## src/sv/rcl_pkg.sv

```systemverilog
package rcl_pkg;

	localparam int unsigned MAX_RECORD_BYTES = 65536;
	localparam int unsigned SAT_VALUE = MAX_RECORD_BYTES + 1;
	localparam int unsigned LEN_W = $clog2(SAT_VALUE + 1);
	localparam int unsigned ACC_W = LEN_W + 2;
	localparam int unsigned COL_W = 16;
	localparam int unsigned CNT_W = 4;
	localparam int unsigned OUT_W = 17;

	localparam logic [LEN_W-1:0] SAT_LEN = LEN_W'(SAT_VALUE);
	localparam logic [LEN_W-1:0] MAX_LEN = LEN_W'(MAX_RECORD_BYTES);
	localparam logic [COL_W-1:0] COL_MAX = '1;
	localparam logic [CNT_W-1:0] VARINT_LAST_IDX = CNT_W'(8);
	localparam logic [ACC_W-1:0] BLOB_MIN_TYPE = ACC_W'(12);

	localparam int unsigned QDEPTH = 2;
	localparam int unsigned QPTR_W = $clog2(QDEPTH);

	localparam int unsigned PADDR_W = 3;
	localparam logic REG_COLUMN_INDEX = 1'b0;

	typedef enum logic [2:0] {
		PH_SIZE  = 3'b001,
		PH_TYPES = 3'b010,
		PH_DONE  = 3'b100
	} rcl_phase_t;

	typedef struct packed {
		logic             past_size;
		logic             hit;
		logic             fail;
		logic [LEN_W-1:0] len;
		logic [LEN_W-1:0] header_size;
		logic [LEN_W-1:0] hit_offset;
		logic [LEN_W-1:0] hit_size;
	} rcl_summary_t;

	function automatic logic [LEN_W-1:0] sat_len(input logic [ACC_W-1:0] v, input logic big);
		logic [LEN_W-1:0] r;
		if (big || v > ACC_W'(MAX_RECORD_BYTES))
			r = SAT_LEN;
		else
			r = v[LEN_W-1:0];
		return r;
	endfunction

	function automatic logic [3:0] fixed_size(input logic [3:0] t);
		logic [3:0] r;
		case (t)
			4'd1: r = 4'd1;
			4'd2: r = 4'd2;
			4'd3: r = 4'd3;
			4'd4: r = 4'd4;
			4'd5: r = 4'd6;
			4'd6: r = 4'd8;
			4'd7: r = 4'd8;
			default: r = 4'd0;
		endcase
		return r;
	endfunction

	function automatic logic [LEN_W-1:0] type_size(input logic [ACC_W-1:0] t, input logic big);
		logic [LEN_W-1:0] r;
		logic [ACC_W-1:0] d;
		d = t - BLOB_MIN_TYPE;
		if (big)
			r = SAT_LEN;
		else if (t < BLOB_MIN_TYPE)
			r = LEN_W'(fixed_size(t[3:0]));
		else
			r = sat_len({1'b0, d[ACC_W-1:1]}, 1'b0);
		return r;
	endfunction

endpackage

```

## src/sv/rcl_front.sv

```systemverilog
module rcl_front (
	input  logic                     clk,
	input  logic                     arst_n,
	input  logic                     accept,
	input  logic [7:0]               data_byte,
	input  logic                     last,
	input  logic [rcl_pkg::COL_W-1:0] column_index,
	output logic                     push,
	output rcl_pkg::rcl_summary_t    summary
);
	import rcl_pkg::*;

	rcl_phase_t       phase_q, phase_d;
	logic [ACC_W-1:0] acc_q, acc_d, acc_f;
	logic             big_q, big_d, big_f;
	logic [CNT_W-1:0] cnt_q, cnt_d, cnt_f;
	logic             done_f;
	logic [LEN_W-1:0] pos_q, pos_d;
	logic [LEN_W-1:0] hdr_q, hdr_d;
	logic [COL_W-1:0] col_q, col_d;
	logic [LEN_W-1:0] body_q, body_d;
	logic [LEN_W-1:0] hoff_q, hoff_d;
	logic [LEN_W-1:0] hsize_q, hsize_d;
	logic             hit_q, hit_d;
	logic             fail_q, fail_d;
	logic [LEN_W-1:0] sz;

	// varint byte decode
	always_comb begin
		if (cnt_q == VARINT_LAST_IDX) begin
			acc_f  = {acc_q[ACC_W-9:0], data_byte};
			big_f  = big_q | (|acc_q[ACC_W-1:ACC_W-8]);
			done_f = 1'b1;
			cnt_f  = '0;
		end else begin
			acc_f  = {acc_q[ACC_W-8:0], data_byte[6:0]};
			big_f  = big_q | (|acc_q[ACC_W-1:ACC_W-7]);
			done_f = !data_byte[7];
			cnt_f  = done_f ? '0 : cnt_q + CNT_W'(1);
		end
	end

	assign sz = type_size(acc_f, big_f);

	always_comb begin
		phase_d = phase_q;
		acc_d   = acc_q;
		big_d   = big_q;
		cnt_d   = cnt_q;
		hdr_d   = hdr_q;
		col_d   = col_q;
		body_d  = body_q;
		hoff_d  = hoff_q;
		hsize_d = hsize_q;
		hit_d   = hit_q;
		fail_d  = fail_q;
		pos_d   = (pos_q != SAT_LEN) ? pos_q + LEN_W'(1) : pos_q;

		case (phase_q)
			PH_SIZE: begin
				cnt_d = cnt_f;
				if (done_f) begin
					hdr_d   = sat_len(acc_f, big_f);
					body_d  = sat_len(acc_f, big_f);
					acc_d   = '0;
					big_d   = 1'b0;
					phase_d = PH_TYPES;
				end else begin
					acc_d = acc_f;
					big_d = big_f;
				end
			end
			PH_TYPES: begin
				if (pos_q >= hdr_q) begin
					phase_d = PH_DONE;
				end else begin
					cnt_d = cnt_f;
					if (done_f) begin
						acc_d = '0;
						big_d = 1'b0;
						if (col_q == column_index) begin
							hit_d   = 1'b1;
							fail_d  = !big_f && (acc_f < BLOB_MIN_TYPE);
							hoff_d  = body_q;
							hsize_d = sz;
							phase_d = PH_DONE;
						end else begin
							body_d = sat_len(ACC_W'(body_q) + ACC_W'(sz), 1'b0);
							if (col_q != COL_MAX)
								col_d = col_q + COL_W'(1);
						end
					end else begin
						acc_d = acc_f;
						big_d = big_f;
					end
				end
			end
			PH_DONE: begin
			end
			default: begin
				phase_d = PH_SIZE;
			end
		endcase
	end

	always_comb begin
		summary.past_size   = (phase_d != PH_SIZE);
		summary.hit         = hit_d;
		summary.fail        = fail_d;
		summary.len         = pos_d;
		summary.header_size = hdr_d;
		summary.hit_offset  = hoff_d;
		summary.hit_size    = hsize_d;
	end

	assign push = accept && last;

	always_ff @(posedge clk or negedge arst_n) begin
		if (!arst_n) begin
			phase_q <= PH_SIZE;
			acc_q   <= '0;
			big_q   <= 1'b0;
			cnt_q   <= '0;
			pos_q   <= '0;
			hdr_q   <= '0;
			col_q   <= '0;
			body_q  <= '0;
			hoff_q  <= '0;
			hsize_q <= '0;
			hit_q   <= 1'b0;
			fail_q  <= 1'b0;
		end else if (accept) begin
			if (last) begin
				phase_q <= PH_SIZE;
				acc_q   <= '0;
				big_q   <= 1'b0;
				cnt_q   <= '0;
				pos_q   <= '0;
				hdr_q   <= '0;
				col_q   <= '0;
				body_q  <= '0;
				hoff_q  <= '0;
				hsize_q <= '0;
				hit_q   <= 1'b0;
				fail_q  <= 1'b0;
			end else begin
				phase_q <= phase_d;
				acc_q   <= acc_d;
				big_q   <= big_d;
				cnt_q   <= cnt_d;
				pos_q   <= pos_d;
				hdr_q   <= hdr_d;
				col_q   <= col_d;
				body_q  <= body_d;
				hoff_q  <= hoff_d;
				hsize_q <= hsize_d;
				hit_q   <= hit_d;
				fail_q  <= fail_d;
			end
		end
	end

endmodule

```

## src/sv/rcl_queue.sv

```systemverilog
module rcl_queue (
	input  logic                  clk,
	input  logic                  arst_n,
	input  logic                  push,
	input  rcl_pkg::rcl_summary_t wr_data,
	input  logic                  pop,
	output logic                  full,
	output logic                  not_empty,
	output rcl_pkg::rcl_summary_t rd_data
);
	import rcl_pkg::*;

	rcl_summary_t      entry_q [QDEPTH];
	logic [QPTR_W-1:0] wr_ptr_q, rd_ptr_q;
	logic [QPTR_W:0]   count_q;
	logic              do_push, do_pop;

	assign full      = (count_q == (QPTR_W+1)'(QDEPTH));
	assign not_empty = (count_q != '0);
	assign do_push   = push && !full;
	assign do_pop    = pop && not_empty;
	assign rd_data   = entry_q[rd_ptr_q];

	always_ff @(posedge clk) begin
		if (do_push)
			entry_q[wr_ptr_q] <= wr_data;
	end

	always_ff @(posedge clk or negedge arst_n) begin
		if (!arst_n) begin
			wr_ptr_q <= '0;
			rd_ptr_q <= '0;
			count_q  <= '0;
		end else begin
			if (do_push)
				wr_ptr_q <= wr_ptr_q + QPTR_W'(1);
			if (do_pop)
				rd_ptr_q <= rd_ptr_q + QPTR_W'(1);
			if (do_push && !do_pop)
				count_q <= count_q + (QPTR_W+1)'(1);
			else if (do_pop && !do_push)
				count_q <= count_q - (QPTR_W+1)'(1);
		end
	end

endmodule

```

## src/sv/rcl_back.sv

```systemverilog
module rcl_back (
	input  logic                     clk,
	input  logic                     arst_n,
	input  logic                     q_valid,
	input  rcl_pkg::rcl_summary_t    q_data,
	output logic                     q_pop,
	output logic                     out_valid,
	input  logic                     out_stall,
	output logic                     found,
	output logic [rcl_pkg::OUT_W-1:0] column_offset,
	output logic [rcl_pkg::OUT_W-1:0] column_size
);
	import rcl_pkg::*;

	logic             out_valid_q;
	logic             found_q;
	logic [OUT_W-1:0] offset_q, size_q;
	logic [LEN_W:0]   end_sum;
	logic             ok;

	assign end_sum = {1'b0, q_data.hit_offset} + {1'b0, q_data.hit_size};
	assign ok = q_data.past_size && q_data.hit && !q_data.fail &&
		(q_data.len <= MAX_LEN) && (q_data.header_size <= q_data.len) &&
		(end_sum <= {1'b0, q_data.len});

	assign q_pop = q_valid && (!out_valid_q || !out_stall);

	always_ff @(posedge clk or negedge arst_n) begin
		if (!arst_n)
			out_valid_q <= 1'b0;
		else if (!out_valid_q || !out_stall)
			out_valid_q <= q_valid;
	end

	always_ff @(posedge clk) begin
		if (q_pop) begin
			found_q  <= ok;
			offset_q <= ok ? OUT_W'(q_data.hit_offset) : '0;
			size_q   <= ok ? OUT_W'(q_data.hit_size) : '0;
		end
	end

	assign out_valid     = out_valid_q;
	assign found         = found_q;
	assign column_offset = offset_q;
	assign column_size   = size_q;

endmodule

```

## src/sv/record_column_locator.sv

```systemverilog
// Locates one column body in a streamed database record. Bytes enter one per cycle while
// in_stall is low, on data_byte with last on the final byte; the header (size varint, then one
// serial-type varint per column) is parsed on the fly, and one result transaction per record
// reports found, the body offset from record start and the body size (both zero when not
// found). The result leaves through a two-entry record queue and then an output register,
// and in_stall rises only when that queue is full because results are not being taken.
// column_index (address 0) must be written between records.
module record_column_locator (
	input  logic                        clk,
	input  logic                        arst_n,
	input  logic                        in_valid,
	output logic                        in_stall,
	input  logic [7:0]                  data_byte,
	input  logic                        last,
	output logic                        out_valid,
	input  logic                        out_stall,
	output logic                        found,
	output logic [rcl_pkg::OUT_W-1:0]   column_offset,
	output logic [rcl_pkg::OUT_W-1:0]   column_size,
	input  logic                        psel,
	input  logic                        penable,
	input  logic                        pwrite,
	input  logic [rcl_pkg::PADDR_W-1:0] paddr,
	input  logic [31:0]                 pwdata,
	output logic [31:0]                 prdata,
	output logic                        pready
);
	import rcl_pkg::*;

	logic             in_accept;
	logic             push;
	rcl_summary_t     wr_summary, rd_summary;
	logic             q_full, q_valid, q_pop;
	logic [COL_W-1:0] column_index_q;
	logic             reg_sel;

	assign pready  = 1'b1;
	assign reg_sel = (paddr[PADDR_W-1] == REG_COLUMN_INDEX);
	assign prdata  = reg_sel ? 32'(column_index_q) : '0;

	always_ff @(posedge clk or negedge arst_n) begin
		if (!arst_n)
			column_index_q <= '0;
		else if (psel && penable && pwrite && pready && reg_sel)
			column_index_q <= pwdata[COL_W-1:0];
	end

	assign in_stall  = q_full;
	assign in_accept = in_valid && !in_stall;

	rcl_front u_front (
		.clk          (clk),
		.arst_n       (arst_n),
		.accept       (in_accept),
		.data_byte    (data_byte),
		.last         (last),
		.column_index (column_index_q),
		.push         (push),
		.summary      (wr_summary)
	);

	rcl_queue u_queue (
		.clk       (clk),
		.arst_n    (arst_n),
		.push      (push),
		.wr_data   (wr_summary),
		.pop       (q_pop),
		.full      (q_full),
		.not_empty (q_valid),
		.rd_data   (rd_summary)
	);

	rcl_back u_back (
		.clk           (clk),
		.arst_n        (arst_n),
		.q_valid       (q_valid),
		.q_data        (rd_summary),
		.q_pop         (q_pop),
		.out_valid     (out_valid),
		.out_stall     (out_stall),
		.found         (found),
		.column_offset (column_offset),
		.column_size   (column_size)
	);

endmodule
```

## config.mk

```make
export PLATFORM = sky130hd
export DESIGN_NAME = record_column_locator
export DESIGN_NICKNAME = d
export VERILOG_FILES = /design/src/sv/rcl_pkg.sv /design/src/sv/rcl_front.sv /design/src/sv/rcl_queue.sv /design/src/sv/rcl_back.sv /design/src/sv/record_column_locator.sv
export SDC_FILE = /design/constraint.sdc
export NUM_CORES = 1
export LEC_CHECK = 0
export ABC_AREA = 1
export BUFFER_PORTS_ARGS = -buffer_cell sky130_fd_sc_hd__buf_2
export CAP_MARGIN = 10
export CORE_MARGIN = 2
export CORE_UTILIZATION = 62
export DETAILED_ROUTE_END_ITERATION = 7
export PLACE_DENSITY = 0.81
export SLEW_MARGIN = 20
export SYNTH_ARGS = -nofsm -noshare
export SYNTH_HDL_FRONTEND = slang
export SYNTH_SLANG_ARGS = --single-unit
```

## constraint.sdc

```tcl
create_clock -name clk -period 6.2 [get_ports clk]
set_clock_uncertainty 0.1 [all_clocks]
set_input_delay 0.93 -clock clk [delete_from_list [all_inputs] [get_ports clk]]
set_output_delay 0.93 -clock clk [all_outputs]
set_load 0.03 [all_outputs]
```

==> results by group <==
Setup path
  – R2R Setup Slk: 0.69 ns
  – Required @ worst endpoint: 6.50 ns
  – CP peak stage delay: around 0.44 ns
  – Setup crit start kind: register
  – Worst r2r src: u_front.cnt_q[0]
  – Setup CP Type: register to register
  – Most frequent CP cell: nand2_1
  – Buffer and inverter count on the worst path: 3
  – Worst Setup SP: u_front.cnt_q[0]
  – Worst path arrival time: slightly below 6 ns
  – Crit path max fanout: 27
  – CP max-delay cell: nand2_1
  – Largest delay contributor family on the critical path: simple AND/OR/NAND/NOR gates
  – Setup crit end kind: register

Clock tree
  – CTS tree: built
  – Depth of the CTS H-tree: 2
  – CTS resizes: 0
  – Root buf cell: clkbuf_16
  – Clk buf depth: 3
  – Clock Pin Slew Worst Setup and Hold Paths: ~0.06 ns
  – Clk_lat worst skew: approximately 0.52 ns
  – CTS sink count: between 300 and 400
  – Num CTS Buffers: 36
  – Hold_buf cts: 0
  – Post-CTS setup buffer count: 0

Place
  – Pre-CTS WS: roughly 0.57 ns
  – DP Cell Count: between 2k and 3k
  – Post-DP HPWL: between 30000 and 40000 um
  – GP Congestion: roughly 0.99
  – Input/output buffers: 85

STA
  – Finish-stage setup viols: 0
  – Final Hold Viols: 0
  – Slew Viols, Final: 0
  – Transition time at the pin with the least slew margin: 0.984 ns
  – Fin crit period: between 5 and 6 ns
  – Max Fclk: between 150 and 200 MHz
  – Total Neg Setup Slack: 0 ns
  – Slew margin rel.: between 30 and 40%
  – Post-route clock period utilization: 88.9%
  – Setup ws final: 0.685 ns
  – RSZ-0062 raised after global routing: false

Outcome
  – Status: finished, final reports clean

Floorplanning
  – Die footprint: between 30000 and 40000 um2
  – FP Rows: 63
  – Core ar.: ~30000 um2
  – Initial core utilization: 62.6%
  – Die H: 176 um
  – I/O pin count: roughly 120
  – Die X: roughly 180 um

Cells and area
  – Fill cell count: around 2.3k
  – Layout Cells excl Fill: between 2k and 3k
  – Area growth syn-to-layout: 10.3%
  – Final #Nets: ~2.3k
  – N_diodes: 0
  – Share of layout cells above drive strength 1: 12.0%

Min path
  – Worst Hold Class: primary input to asynchronous set/reset pin

Global route
  – First-pass GRT wire length: just over 70000 um
  – Total global-route track usage: 29.5%
  – Largest net degree at the start of global routing: between 60 and 70
  – Initial antenna violation count: 0
  – Grt ovf: 0
  – Vias in the first global route: 13.6k

Synth
  – Async set or reset register ratio after synthesis: a little under half
  – Post-synth top cells: nand2_1, inv_1, edfxtp_1
  – Synth area leader: edfxtp_1
  – Yosys cell types: 57
  – Yosys top cell area share: around 29%
  – Number of synthesized register bits: approximately 330
  – Post-Syn Instances: around 2.1k
  – Post-synth EDFFs: about 180
  – Top_reg_cell synth: edfxtp_1
  – Area contributors post-synth: edfxtp_1, dfrtp_1, nand2_1, ha_1, inv_1
  – Syn. warnings: 0
  – Register area share after synthesis: between 40% and 50%
  – Cell with the most instances after synthesis: nand2_1
  – Synth Area per Inst: a little under 9 um2
  – Netlist Area Pre-Place: approximately 18000 um2

Power and ir drop
  – P_leak: 0.00955 uW
  – PD cells: roughly 520 nW/um2
  – Final Power: ~11000 uW
  – Maximum vdd drop: about 0.36 mV

Route
  – DRC violations left: 0
  – Routed len/inst: roughly 18 um
  – Vias: between 10k and 15k
  – Vias per cell: about 5.7
  – Starting DRT DRC Count: between 1k and 1.5k
  – Final wirelength: approximately 46000 um
  – Post-route ant nets: 0
  – First-pass detailed-route iteration total: 7

Job
  – Number of max-cap violations: 0
[final cells by class]
class / count / area, um2 / share of cell area [%]
Timing Repair Buffer: 107 / 601 / 2.96
Sequential cell: 328 / 9100 / 44.8
Multi-Input combinational cell: 1409 / 7920 / 39.0
Tap cell: 390 / 488 / 2.40
Inverter: 285 / 1070 / 5.27
Clock inverter: 13 / 140 / 0.690
Clock buffer: 48 / 997 / 4.91
[flip-flops by register name, summed over array words and instances, names as in the netlist]
| name | cells |
|---|---|
| u_front.hdr_q | 17 |
| column_index_q | 16 |
| u_front.fail_q | 1 |
| u_front.body_q | 17 |
| u_front.hoff_q | 17 |
| u_front.hsize_q | 17 |
| u_queue.entry_q | 142 |
| u_front.pos_q | 17 |
| u_front.acc_q | 19 |
| u_queue.rd_ptr_q | 1 |
| u_front.phase_q | 3 |
| u_queue.wr_ptr_q | 1 |
| u_front.hit_q | 1 |
| u_queue.count_q | 2 |
| u_back.column_offset | 17 |
| u_back.column_size | 17 |
| u_back.found | 1 |
| u_front.cnt_q | 4 |
| u_front.col_q | 16 |
| u_back.out_valid | 1 |
| u_front.big_q | 1 |
[worst reg2reg max path: cells and delay by family (launching register included)]
kind	cells	cell delay (ns)
AO/OA/AOI/OAI	2	0.42
adder cells (fa/ha/maj)	3	0.83
buffers and inverters	3	0.29
flip-flops	1	0.39
AND/OR/NAND/NOR	24	3.34
[per-layer routing]
layer  up-vias  wire length (um)  GRT usage (%)
met5         -                 0              0
met4         0              1870           11.4
met3       119              3320           4.44
met2       551             21200           47.9
met1      6937             19100           40.2
li1       7084                 -              -
[cell usage in the layout, fill, tap and decap left out, types with 4 or more instances in the layout]
| cell | n |
|---|---|
| o21ai_1 | 17 |
| xnor2_1 | 15 |
| o21ai_2 | 8 |
| a22o_1 | 16 |
| edfxtp_1 | 177 |
| clkbuf_1 | 8 |
| nor2_1 | 171 |
| conb_1 | 17 |
| clkinv_2 | 6 |
| clkbuf_16 | 37 |
| inv_1 | 279 |
| buf_2 | 84 |
| xor2_1 | 50 |
| nor2_4 | 4 |
| o21bai_1 | 8 |
| a21o_1 | 4 |
| or2_2 | 50 |
| nor4_1 | 5 |
| nand3b_1 | 8 |
| o22ai_1 | 26 |
| a21boi_1 | 14 |
| a31oi_1 | 4 |
| mux2i_1 | 11 |
| ha_1 | 94 |
| nand2_2 | 8 |
| o21a_1 | 7 |
| nor3_1 | 42 |
| nand2_1 | 383 |
| nand4_1 | 39 |
| buf_4 | 21 |
| and2_1 | 10 |
| dfrtp_1 | 149 |
| nand3_1 | 114 |
| a21boi_0 | 4 |
| o21ai_0 | 140 |
| nor2_2 | 14 |
| inv_2 | 5 |
| o211ai_1 | 5 |
| a21oi_1 | 98 |
[path summary, 6_finish.rpt]
kind	to	depth (start not counted)
hold reg to reg	u_front.hsize_q[1]	2
min in group clk	u_front.hsize_q[1]	2
setup / recovery	u_front.body_q[0]	32
setup reg to reg	u_front.body_q[0]	32
max in group asynchronous	u_queue.rd_ptr_q	2
hold / removal	u_front.cnt_q[1]	1
[power breakdown]
part / internal [uW] / switching [uW]
Sequential: 2830 / 188
Combinational: 1730 / 3730
Clock: 1220 / 859
Total: 5790 / 4780
[metrics by stage]
stage	cell area [um2]	util [%]	hold slack (ns)
after CTS	20300	69.0	0.268
after detailed placement	19200	65.1	0.359
after global routing	20300	69.1	0.290
final	20300	69.1	0.250
after floorplan	18500	-	0.342
after global placement	19200	65.1	0.354
[cell families after synthesis]
family | Yosys count | synth area share (%)
muxes | 12 | 0.659
adders and majority gates | 96 | 6.61
AOI/OAI and AO/OA | 358 | 11.2
DFF | 328 | 49.4
and+or+nand+nor | 861 | 20.9
xor gates and xnor gates | 65 | 3.09
buffers and inverters | 368 | 8.06
other | 2 | 0.0408
Note: power is estimated with default switching activity, not from simulation.
